[src/design/sha256_stream_hasher_unit_defines.svh]
// assertion macros used by the sha256 stream hasher controller
// included by files that carry concurrent checks
`ifndef SHA256_STREAM_HASHER_UNIT_DEFINES_SVH
`define SHA256_STREAM_HASHER_UNIT_DEFINES_SVH

// implication check, disabled during reset
`define SHS_ASSERT_IMP(label, clk, rst_n, ante, cons) \
    label: assert property (@(posedge clk) disable iff (!rst_n) (ante) |-> (cons)) \
        else $error("check failed");

// next-cycle implication check, disabled during reset
`define SHS_ASSERT_NXT(label, clk, rst_n, ante, cons) \
    label: assert property (@(posedge clk) disable iff (!rst_n) (ante) |=> (cons)) \
        else $error("check failed");

`endif

[src/design/shs_pkg.sv]
// types and constants for the sha256 stream hasher
// no dependencies
`timescale 1ns / 1ps
`default_nettype none

package shs_pkg;

    localparam int unsigned PadLenPos  = 56;
    localparam logic [7:0]  PadByte    = 8'h80;

    typedef logic [31:0] word_t;

    // datapath commands from the controller
    typedef struct packed {
        logic wr_byte;     // store data byte at byte position
        logic pad_first;   // write 0x80 at position, zero rest
        logic clr_block;   // zero whole block (fresh pad block)
        logic put_len;     // write length into bytes 56..63
        logic start;       // load working vars, begin rounds
        logic round;       // do one round
        logic fold;        // add working vars into hash
        logic reinit;      // restore initial state
    } cmd_t;

    // datapath status to the controller
    typedef struct packed {
        logic       blk_full;   // byte position wraps on this write
        logic       pad_extra;  // padding needs a second block
        logic       last_round;
    } stat_t;

    function automatic word_t init_h(input logic [2:0] i);
        word_t r;
        unique case (i)
            3'd0: r = 32'h6a09e667;
            3'd1: r = 32'hbb67ae85;
            3'd2: r = 32'h3c6ef372;
            3'd3: r = 32'ha54ff53a;
            3'd4: r = 32'h510e527f;
            3'd5: r = 32'h9b05688c;
            3'd6: r = 32'h1f83d9ab;
            default: r = 32'h5be0cd19;
        endcase
        return r;
    endfunction

    function automatic word_t round_k(input logic [5:0] i);
        word_t r;
        unique case (i)
            6'd0: r = 32'h428a2f98;  6'd1: r = 32'h71374491;
            6'd2: r = 32'hb5c0fbcf;  6'd3: r = 32'he9b5dba5;
            6'd4: r = 32'h3956c25b;  6'd5: r = 32'h59f111f1;
            6'd6: r = 32'h923f82a4;  6'd7: r = 32'hab1c5ed5;
            6'd8: r = 32'hd807aa98;  6'd9: r = 32'h12835b01;
            6'd10: r = 32'h243185be; 6'd11: r = 32'h550c7dc3;
            6'd12: r = 32'h72be5d74; 6'd13: r = 32'h80deb1fe;
            6'd14: r = 32'h9bdc06a7; 6'd15: r = 32'hc19bf174;
            6'd16: r = 32'he49b69c1; 6'd17: r = 32'hefbe4786;
            6'd18: r = 32'h0fc19dc6; 6'd19: r = 32'h240ca1cc;
            6'd20: r = 32'h2de92c6f; 6'd21: r = 32'h4a7484aa;
            6'd22: r = 32'h5cb0a9dc; 6'd23: r = 32'h76f988da;
            6'd24: r = 32'h983e5152; 6'd25: r = 32'ha831c66d;
            6'd26: r = 32'hb00327c8; 6'd27: r = 32'hbf597fc7;
            6'd28: r = 32'hc6e00bf3; 6'd29: r = 32'hd5a79147;
            6'd30: r = 32'h06ca6351; 6'd31: r = 32'h14292967;
            6'd32: r = 32'h27b70a85; 6'd33: r = 32'h2e1b2138;
            6'd34: r = 32'h4d2c6dfc; 6'd35: r = 32'h53380d13;
            6'd36: r = 32'h650a7354; 6'd37: r = 32'h766a0abb;
            6'd38: r = 32'h81c2c92e; 6'd39: r = 32'h92722c85;
            6'd40: r = 32'ha2bfe8a1; 6'd41: r = 32'ha81a664b;
            6'd42: r = 32'hc24b8b70; 6'd43: r = 32'hc76c51a3;
            6'd44: r = 32'hd192e819; 6'd45: r = 32'hd6990624;
            6'd46: r = 32'hf40e3585; 6'd47: r = 32'h106aa070;
            6'd48: r = 32'h19a4c116; 6'd49: r = 32'h1e376c08;
            6'd50: r = 32'h2748774c; 6'd51: r = 32'h34b0bcb5;
            6'd52: r = 32'h391c0cb3; 6'd53: r = 32'h4ed8aa4a;
            6'd54: r = 32'h5b9cca4f; 6'd55: r = 32'h682e6ff3;
            6'd56: r = 32'h748f82ee; 6'd57: r = 32'h78a5636f;
            6'd58: r = 32'h84c87814; 6'd59: r = 32'h8cc70208;
            6'd60: r = 32'h90befffa; 6'd61: r = 32'ha4506ceb;
            6'd62: r = 32'hbef9a3f7; default: r = 32'hc67178f2;
        endcase
        return r;
    endfunction

endpackage

`default_nettype wire

[src/design/sha256_stream_hasher_unit.sv]
// sha256 stream hasher: top level joining controller and datapath
// depends on shs_pkg, shs_ctrl, shs_datapath
//
// usage:
//   input channel (in_valid/in_ready) takes one word per item: kind 0 with a
//   message byte, or kind 1 to finish the message.
//   output channel (out_valid/out_ready) gives eight digest words, index 0
//   first, last_word set on index 7.
//   a byte that does not fill the block leaves the input ready; a byte that fills
//   the block runs a compression (load, 64 rounds at one round per cycle in a
//   single shared round unit, fold) before the next word is taken.
//   finish pads the block and runs one or two compressions (two blocks when 56
//   or more bytes sit in the block) before the first digest word, then eight
//   words at one per cycle while out_ready is high, then the hash is reinitialized.
//   while out_ready is low the current digest word holds and no input is
//   taken. reset restores the initial hash, empties the block and clears the
//   length; the block storage itself is not cleared.
`timescale 1ns / 1ps
`default_nettype none

module sha256_stream_hasher_unit (
    input  wire logic        clk,
    input  wire logic        rst_n,
    input  wire logic        in_valid,
    output logic             in_ready,
    input  wire logic        kind,
    input  wire logic [7:0]  data_byte,
    output logic             out_valid,
    input  wire logic        out_ready,
    output logic [31:0]      digest_word,
    output logic [2:0]       word_index,
    output logic             last_word
);

    shs_pkg::cmd_t  cmd;
    shs_pkg::stat_t stat;
    logic [2:0]     rd_sel;

    shs_ctrl u_ctrl (
        .clk       (clk),
        .rst_n     (rst_n),
        .in_valid  (in_valid),
        .in_ready  (in_ready),
        .kind      (kind),
        .out_valid (out_valid),
        .out_ready (out_ready),
        .stat      (stat),
        .cmd       (cmd),
        .rd_sel    (rd_sel)
    );

    shs_datapath u_dp (
        .clk       (clk),
        .rst_n     (rst_n),
        .cmd       (cmd),
        .data_byte (data_byte),
        .rd_sel    (rd_sel),
        .stat      (stat),
        .hash_word (digest_word)
    );

    assign word_index = rd_sel;
    assign last_word  = (rd_sel == 3'd7);

endmodule

`default_nettype wire

[src/design/shs_datapath.sv]
// sha256 datapath: block buffer, message schedule, round unit, hash
// depends on shs_pkg
`timescale 1ns / 1ps
`default_nettype none

module shs_datapath (
    input  wire logic            clk,
    input  wire logic            rst_n,
    input  wire shs_pkg::cmd_t   cmd,
    input  wire logic [7:0]      data_byte,
    input  wire logic [2:0]      rd_sel,
    output shs_pkg::stat_t       stat,
    output shs_pkg::word_t       hash_word
);

    // block buffer held as sixteen big-endian words
    shs_pkg::word_t blk_reg [16];
    shs_pkg::word_t blk_next [16];
    shs_pkg::word_t h_reg [8];
    shs_pkg::word_t v_reg [8];
    shs_pkg::word_t v_next [8];
    logic [5:0]  pos_reg, pos_next;
    logic [63:0] len_reg, len_next;
    logic [5:0]  rnd_reg;

    // schedule: the block window shifts by one word each round
    shs_pkg::word_t w15, w2, s0, s1, w_new, t1, t2, e, a;

    always_comb
    begin
        w15   = blk_reg[1];
        w2    = blk_reg[14];
        s0    = {w15[6:0], w15[31:7]} ^ {w15[17:0], w15[31:18]} ^ (w15 >> 3);
        s1    = {w2[16:0], w2[31:17]} ^ {w2[18:0], w2[31:19]} ^ (w2 >> 10);
        w_new = s1 + blk_reg[9] + s0 + blk_reg[0];
        e     = v_reg[4];
        a     = v_reg[0];
        t1    = v_reg[7] + ({e[5:0], e[31:6]} ^ {e[10:0], e[31:11]} ^ {e[24:0], e[31:25]})
              + ((e & v_reg[5]) ^ (~e & v_reg[6])) + shs_pkg::round_k(rnd_reg) + blk_reg[0];
        t2    = ({a[1:0], a[31:2]} ^ {a[12:0], a[31:13]} ^ {a[21:0], a[31:22]})
              + ((a & v_reg[1]) ^ (a & v_reg[2]) ^ (v_reg[1] & v_reg[2]));
        v_next[0] = t1 + t2;
        v_next[1] = v_reg[0];
        v_next[2] = v_reg[1];
        v_next[3] = v_reg[2];
        v_next[4] = v_reg[3] + t1;
        v_next[5] = v_reg[4];
        v_next[6] = v_reg[5];
        v_next[7] = v_reg[6];
    end

    // block buffer updates
    always_comb
    begin
        for (int i = 0; i < 16; i++)
        begin
            blk_next[i] = blk_reg[i];
        end
        pos_next = pos_reg;
        len_next = len_reg;
        if (cmd.wr_byte)
        begin
            unique case (pos_reg[1:0])
                2'd0: blk_next[pos_reg[5:2]][31:24] = data_byte;
                2'd1: blk_next[pos_reg[5:2]][23:16] = data_byte;
                2'd2: blk_next[pos_reg[5:2]][15:8]  = data_byte;
                default: blk_next[pos_reg[5:2]][7:0] = data_byte;
            endcase
            pos_next = pos_reg + 6'd1;
            len_next = len_reg + 64'd8;
        end
        else if (cmd.pad_first)
        begin
            for (int i = 0; i < 16; i++)
            begin
                if (4'(i) > pos_reg[5:2])
                begin
                    blk_next[i] = '0;
                end
            end
            unique case (pos_reg[1:0])
                2'd0: blk_next[pos_reg[5:2]] = {shs_pkg::PadByte, 24'd0};
                2'd1: blk_next[pos_reg[5:2]][23:0] = {shs_pkg::PadByte, 16'd0};
                2'd2: blk_next[pos_reg[5:2]][15:0] = {shs_pkg::PadByte, 8'd0};
                default: blk_next[pos_reg[5:2]][7:0] = shs_pkg::PadByte;
            endcase
        end
        else if (cmd.clr_block)
        begin
            for (int i = 0; i < 16; i++)
            begin
                blk_next[i] = '0;
            end
        end
        else if (cmd.put_len)
        begin
            blk_next[14] = len_reg[63:32];
            blk_next[15] = len_reg[31:0];
        end
        else if (cmd.round)
        begin
            for (int i = 0; i < 15; i++)
            begin
                blk_next[i] = blk_reg[i + 1];
            end
            blk_next[15] = w_new;
        end
        if (cmd.reinit)
        begin
            pos_next = '0;
            len_next = '0;
        end
    end

    // block words need no reset
    always_ff @(posedge clk)
    begin
        for (int i = 0; i < 16; i++)
        begin
            blk_reg[i] <= blk_next[i];
        end
        if (cmd.start)
        begin
            for (int i = 0; i < 8; i++)
            begin
                v_reg[i] <= h_reg[i];
            end
        end
        else if (cmd.round)
        begin
            for (int i = 0; i < 8; i++)
            begin
                v_reg[i] <= v_next[i];
            end
        end
    end

    // control registers and chaining hash
    always_ff @(posedge clk or negedge rst_n)
    begin
        if (!rst_n)
        begin
            pos_reg <= '0;
            len_reg <= '0;
            rnd_reg <= '0;
            for (int i = 0; i < 8; i++)
            begin
                h_reg[i] <= shs_pkg::init_h(3'(i));
            end
        end
        else
        begin
            pos_reg <= pos_next;
            len_reg <= len_next;
            if (cmd.start)
            begin
                rnd_reg <= '0;
            end
            else if (cmd.round)
            begin
                rnd_reg <= rnd_reg + 6'd1;
            end
            if (cmd.reinit)
            begin
                for (int i = 0; i < 8; i++)
                begin
                    h_reg[i] <= shs_pkg::init_h(3'(i));
                end
            end
            else if (cmd.fold)
            begin
                for (int i = 0; i < 8; i++)
                begin
                    h_reg[i] <= h_reg[i] + v_reg[i];
                end
            end
        end
    end

    // status to controller
    assign stat.blk_full   = (pos_reg == 6'd63);
    assign stat.pad_extra  = (pos_reg >= 6'(shs_pkg::PadLenPos));
    assign stat.last_round = (rnd_reg == 6'd63);
    assign hash_word       = h_reg[rd_sel];

endmodule

`default_nettype wire

[src/design/shs_ctrl.sv]
// sha256 controller: byte intake, padding sequence, rounds, digest output
// depends on shs_pkg and the assertion macro header
`timescale 1ns / 1ps
`default_nettype none
`include "sha256_stream_hasher_unit_defines.svh"

module shs_ctrl (
    input  wire logic           clk,
    input  wire logic           rst_n,
    input  wire logic           in_valid,
    output logic                in_ready,
    input  wire logic           kind,
    output logic                out_valid,
    input  wire logic           out_ready,
    input  wire shs_pkg::stat_t stat,
    output shs_pkg::cmd_t       cmd,
    output logic [2:0]          rd_sel
);

    typedef enum logic [7:0] {
        S_IDLE  = 8'b0000_0001,
        S_ROUND = 8'b0000_0010,
        S_FOLD  = 8'b0000_0100,
        S_PADZ  = 8'b0000_1000,
        S_LEN   = 8'b0001_0000,
        S_START = 8'b0010_0000,
        S_OUT   = 8'b0100_0000,
        S_INIT  = 8'b1000_0000
    } state_t;

    state_t     state_reg, state_next;
    logic       fin_reg, fin_next;     // compression belongs to finish
    logic       two_reg, two_next;     // extra pad block pending
    logic [2:0] idx_reg, idx_next;

    logic acc;
    assign acc = in_valid && in_ready;

    // last digest word taken this cycle
    logic last_acc;
    assign last_acc = out_valid && out_ready && (idx_reg == 3'd7);

    // next state and commands
    always_comb
    begin
        state_next = state_reg;
        fin_next   = fin_reg;
        two_next   = two_reg;
        idx_next   = idx_reg;
        cmd        = '0;
        unique case (state_reg)
            S_IDLE:
            begin
                if (acc)
                begin
                    if (!kind)
                    begin
                        cmd.wr_byte = 1'b1;
                        fin_next    = 1'b0;
                        if (stat.blk_full)
                        begin
                            state_next = S_START;
                        end
                    end
                    else
                    begin
                        cmd.pad_first = 1'b1;
                        fin_next      = 1'b1;
                        two_next      = stat.pad_extra;
                        state_next    = stat.pad_extra ? S_START : S_LEN;
                    end
                end
            end
            S_LEN:
            begin
                cmd.put_len = 1'b1;
                state_next  = S_START;
            end
            S_START:
            begin
                cmd.start  = 1'b1;
                state_next = S_ROUND;
            end
            S_ROUND:
            begin
                cmd.round = 1'b1;
                if (stat.last_round)
                begin
                    state_next = S_FOLD;
                end
            end
            S_FOLD:
            begin
                cmd.fold = 1'b1;
                if (!fin_reg)
                begin
                    state_next = S_IDLE;
                end
                else if (two_reg)
                begin
                    two_next   = 1'b0;
                    state_next = S_PADZ;
                end
                else
                begin
                    idx_next   = '0;
                    state_next = S_OUT;
                end
            end
            S_PADZ:
            begin
                cmd.clr_block = 1'b1;
                state_next    = S_LEN;
            end
            S_OUT:
            begin
                if (out_ready)
                begin
                    idx_next = idx_reg + 3'd1;
                    if (idx_reg == 3'd7)
                    begin
                        state_next = S_INIT;
                    end
                end
            end
            S_INIT:
            begin
                cmd.reinit = 1'b1;
                fin_next   = 1'b0;
                state_next = S_IDLE;
            end
            default:
            begin
                state_next = S_IDLE;
            end
        endcase
    end

    always_ff @(posedge clk or negedge rst_n)
    begin
        if (!rst_n)
        begin
            state_reg <= S_IDLE;
            fin_reg   <= 1'b0;
            two_reg   <= 1'b0;
            idx_reg   <= '0;
        end
        else
        begin
            state_reg <= state_next;
            fin_reg   <= fin_next;
            two_reg   <= two_next;
            idx_reg   <= idx_next;
        end
    end

    assign in_ready  = (state_reg == S_IDLE);
    assign out_valid = (state_reg == S_OUT);
    assign rd_sel    = idx_reg;

    // checks
    `SHS_ASSERT_IMP(a_out_only_fin, clk, rst_n, out_valid, fin_reg)
    `SHS_ASSERT_NXT(a_last_word_init, clk, rst_n, last_acc, state_reg == S_INIT)
    `SHS_ASSERT_NXT(a_fold_after_last, clk, rst_n, state_reg == S_ROUND && stat.last_round, state_reg == S_FOLD)

endmodule

`default_nettype wire

[config.mk]
export PLATFORM = sky130hd
export DESIGN_NAME = sha256_stream_hasher_unit
export DESIGN_NICKNAME = d
export VERILOG_FILES = /design/src/design/shs_pkg.sv /design/src/design/sha256_stream_hasher_unit.sv /design/src/design/shs_datapath.sv /design/src/design/shs_ctrl.sv
export VERILOG_INCLUDE_DIRS = /design/src /design/src/design
export SDC_FILE = /design/constraint.sdc
export NUM_CORES = 2
export LEC_CHECK = 0
export ABC_CLOCK_PERIOD_IN_PS = 23500
export BUFFER_PORTS_ARGS = -buffer_cell sky130_fd_sc_hd__buf_2
export CAP_MARGIN = 20
export CORE_UTILIZATION = 41
export CTS_CLUSTER_SIZE = 10
export DETAILED_ROUTE_END_ITERATION = 6
export GPL_TIMING_DRIVEN = 0
export PLACE_DENSITY = 0.6
export SLEW_MARGIN = 40
export SYNTH_ARGS = -nofsm -noshare
export SYNTH_HDL_FRONTEND = slang
export SYNTH_SLANG_ARGS = --single-unit
[constraint.sdc]
create_clock -name clk -period 23.5 [get_ports clk]
set_input_delay 2.35 -clock clk [delete_from_list [all_inputs] [get_ports clk]]
set_output_delay 2.35 -clock clk [all_outputs]
set_load 0.03 [all_outputs]
==> flow_summary.yaml <==
status:
  outcome: "complete, but fails checks"
  violations: "design-rule violations"
worst_setup_path:
  crit_slowest_cell: "a21oi_1"
  critPathCaptureType: "flip-flop"
  r2r-start: "u_dp.rnd_reg[0]"
  cp_common_cell: "o21ai_0"
  r2r_end: "u_dp.v_reg[0][31]"
  worstPathArrival_ns: 12.88
  crit_path_max_incr_delay_ns: 0.73
  reg2reg_slack_ns: 11.16
  cp.required_ns: 24.04
  r2r.worst_path.cells: 40
  critical_path_class: "flip-flop to flip-flop"
  start_kind: "flip-flop"
  path_max_fanout: 11
  critPathLaunch: "u_dp.rnd_reg[0]"
yosys:
  ys.warnings.count: 0
  yosysSeqAreaShare_pct: 37.7
  synth-edff-count: 768
  synth.distinct_cells: 97
  synthTopCellsByArea: "edfxtp_1 27%, nand2_1 9.7%, dfrtp_1 6.1%, ha_1 5.9%, a21oi_1 4.7%"
  async_flop_share_pct: 30.8
  synth_nets: 10300
  synth_top_area_share_pct: 27.3
  synth_area_per_cell_um2: 8.70
  synth_top_flop_cell: "edfxtp_1"
  ys_seq_elements: 1110
  syn_inst: 9699
  netlist_area_mm2: 0.0843
  synth_top_area_cell: "edfxtp_1"
global_routing:
  grt_antenna_before_repair: 35
  grt_pass1_wl_mm: 633
  grt_pass1_vias: 78000
  grt_max_degree: 71
  grt.total_usage_pct: 43.6
  overflow: 0
floorplan:
  io_pins: 51
  die_w_um: 456
  dieArea_mm2: 0.208
  num_rows: 166
  coreArea_mm2: 0.205
  die_height_um: 456
  start_util_pct: 41.2
clock_network:
  cts.path.max_buffers: 3
  cts_tree: "yes"
  cts_resized: 0
  clock_latency_ns: 0.84
  postCtsSetupRepairBufs: 0
  clk_pin_slew_worst_paths_ns: 0.06
  cts-htree-levels: 4
  cts_sinks: 1110
  hold_buffers: 0
  root_buffer: "clkbuf_16"
  cts_buffers: 147
layout:
  area_growth_pct: 12.5
  layout.area.seq_mm2: 0.0318
  largest_reg_flops: 512
  drive_gt1_share_pct: 9.45
  multi_input_area_mm2: 0.0493
  nNetsFinal: 10600
  nFillCells: 19900
min_path:
  worst_hold_path.num_cells: 2
  hp-class: "flip-flop to flip-flop"
  min_to: "u_dp.h_reg[159]"
  hold_start: "u_dp.h_reg[159]"
drt:
  num_vias: 83400
  via_per_inst: 6.51
  drt-wirelength-per-cell_um: 36.2
  drt_iter0_drc: 12200
  drt_wl_total_mm: 463
  ant_nets: 0
  first_pass_iters: 7
  drc_errors: 1
sta:
  tightest_slew_ns: 0.982
  period_minus_slack_ns: 12.34
  setup_viol: 0
  finalMaxSlewViolations: 0
  relSlewSlack_pct: 34.5
  fmax_mhz: 81.0
  hold_viol: 0
  rsz0062_at_grt: "no"
  post-route-period-util_pct: 52.5
  fin_skew_ns: 0.0439
  fin_hold_ws_ns: 0.516
place:
  port_buffers: 44
  hpwl_mm: 361
  place_congestion: 1.04
flow_run:
  max-cap-violations: 0
-- how the worst max path moves through the flow --
stage	slack, ns	end
2_1_floorplan	6.08	u_dp.blk_reg[0][40]
3_3_place_gp	-4.19	u_dp.blk_reg[2][16]
3_5_place_dp	11.66	u_dp.v_reg[0][31]
4_1_cts	11.63	u_dp.v_reg[0][31]
5_1_grt	10.78	u_dp.v_reg[0][31]
6_report	11.16	u_dp.v_reg[0][31]
-- cell usage in the layout (no fill, tap or decap), types with 55 or more instances in the layout --
master | netlist | layout
nand2_1 | 2169 | 2167
edfxtp_1 | 768 | 768
a21oi_1 | 788 | 767
nor2_1 | 698 | 671
o21ai_0 | 654 | 645
clkbuf_1 | 570 | 430
ha_1 | 400 | 400
xnor2_1 | 377 | 377
inv_1 | 318 | 317
a22oi_1 | 268 | 268
xor2_1 | 247 | 247
a21o_1 | 206 | 206
dfrtp_1 | 205 | 205
clkbuf_2 | 0 | 199
fa_1 | 195 | 195
a32oi_1 | 152 | 152
clkbuf_16 | 0 | 152
nand3_1 | 140 | 140
dfstp_2 | 137 | 137
nor3_1 | 106 | 97
buf_2 | 12 | 87
o211ai_1 | 81 | 81
a31oi_1 | 73 | 73
mux4_2 | 69 | 69
o22ai_1 | 67 | 66
nand2b_1 | 62 | 62
o21a_1 | 60 | 60
mux2i_1 | 59 | 59
a211oi_1 | 61 | 55
-- cells by family after synthesis --
family | after synthesis | share of synthesized area, %
compound gates | 2731 | 20.5
mux | 169 | 3.09
flops | 1110 | 37.7
fa+ha+maj | 620 | 10.9
simple gates | 3476 | 17.1
xor+xnor | 624 | 6.48
buf+inv | 969 | 4.33
-- synthesized netlist by cell type, types with 41 or more instances --
library cell	instances
nor3_1	106
xor2_1	247
nor2b_1	45
nand3_1	140
a21oi_1	788
dfrtp_1	205
and3_1	44
o22ai_1	67
clkbuf_1	570
inv_1	318
or3_1	50
fa_1	195
mux2i_1	59
o31ai_1	45
a21o_1	206
nand2_1	2169
a32oi_1	152
a31oi_1	73
nor2_1	698
a22oi_1	268
nand2b_1	62
o211ai_1	81
nand4_1	46
ha_1	400
mux2_2	41
mux4_2	69
edfxtp_1	768
o21ai_0	654
a211oi_1	61
dfstp_2	137
o21a_1	60
xnor2_1	377
buf_1	66
-- area by class of cell --
| cell class | instances | area share [%] |
|---|---|---|
| Antenna cell | 30 | 0.0791 |
| Buffer | 648 | 2.89 |
| Clock buffer | 223 | 4.41 |
| Clock inverter | 46 | 0.555 |
| Inverter | 321 | 1.28 |
| Multi-Input combinational cell | 7620 | 52.0 |
| Sequential cell | 1110 | 33.5 |
| Tap cell | 2688 | 3.55 |
| Timing Repair Buffer | 121 | 1.75 |
-- metal layers --
metal	wire, um	up-vias	GRT usage (%)	part of all wire (%)
met5	112	-	0.321	0.024
met4	48100	16	37.4	10
met3	44500	1467	9.43	9.6
met2	202000	5642	66.8	44
met1	169000	41100	52.1	36
li1	-	35200	-	-
-- worst max-delay path: cells and delay by family, from the launching register on --
kind,cells,cell delay (ns)
AOI/OAI and AO/OA,15,4.60
adders and majority gates,8,3.18
buffers and inverters,6,1.72
and+or+nand+nor,8,1.05
xor gates and xnor gates,3,0.92
DFF,1,0.58
-- per-stage QoR --
step | TNS (ns) | utilization, % | cells | cell area [um^2] | setup slack [ns]
5_1_grt | 0 | 46.3 | 12800 | 94800 | 10.78
6_report | 0 | 46.4 | 12800 | 94900 | 11.16
4_1_cts | 0 | 46.3 | 12800 | 94700 | 11.63
3_5_place_dp | 0 | 44.0 | 12500 | 90000 | 11.66
2_1_floorplan | 0 | - | 9699 | 84300 | 6.08
3_3_place_gp | -1293.48 | 43.0 | 12400 | 87900 | -4.19
Power is not shown: default switching activity piles up to over one toggle a cycle in this logic, so the estimate is an artifact.
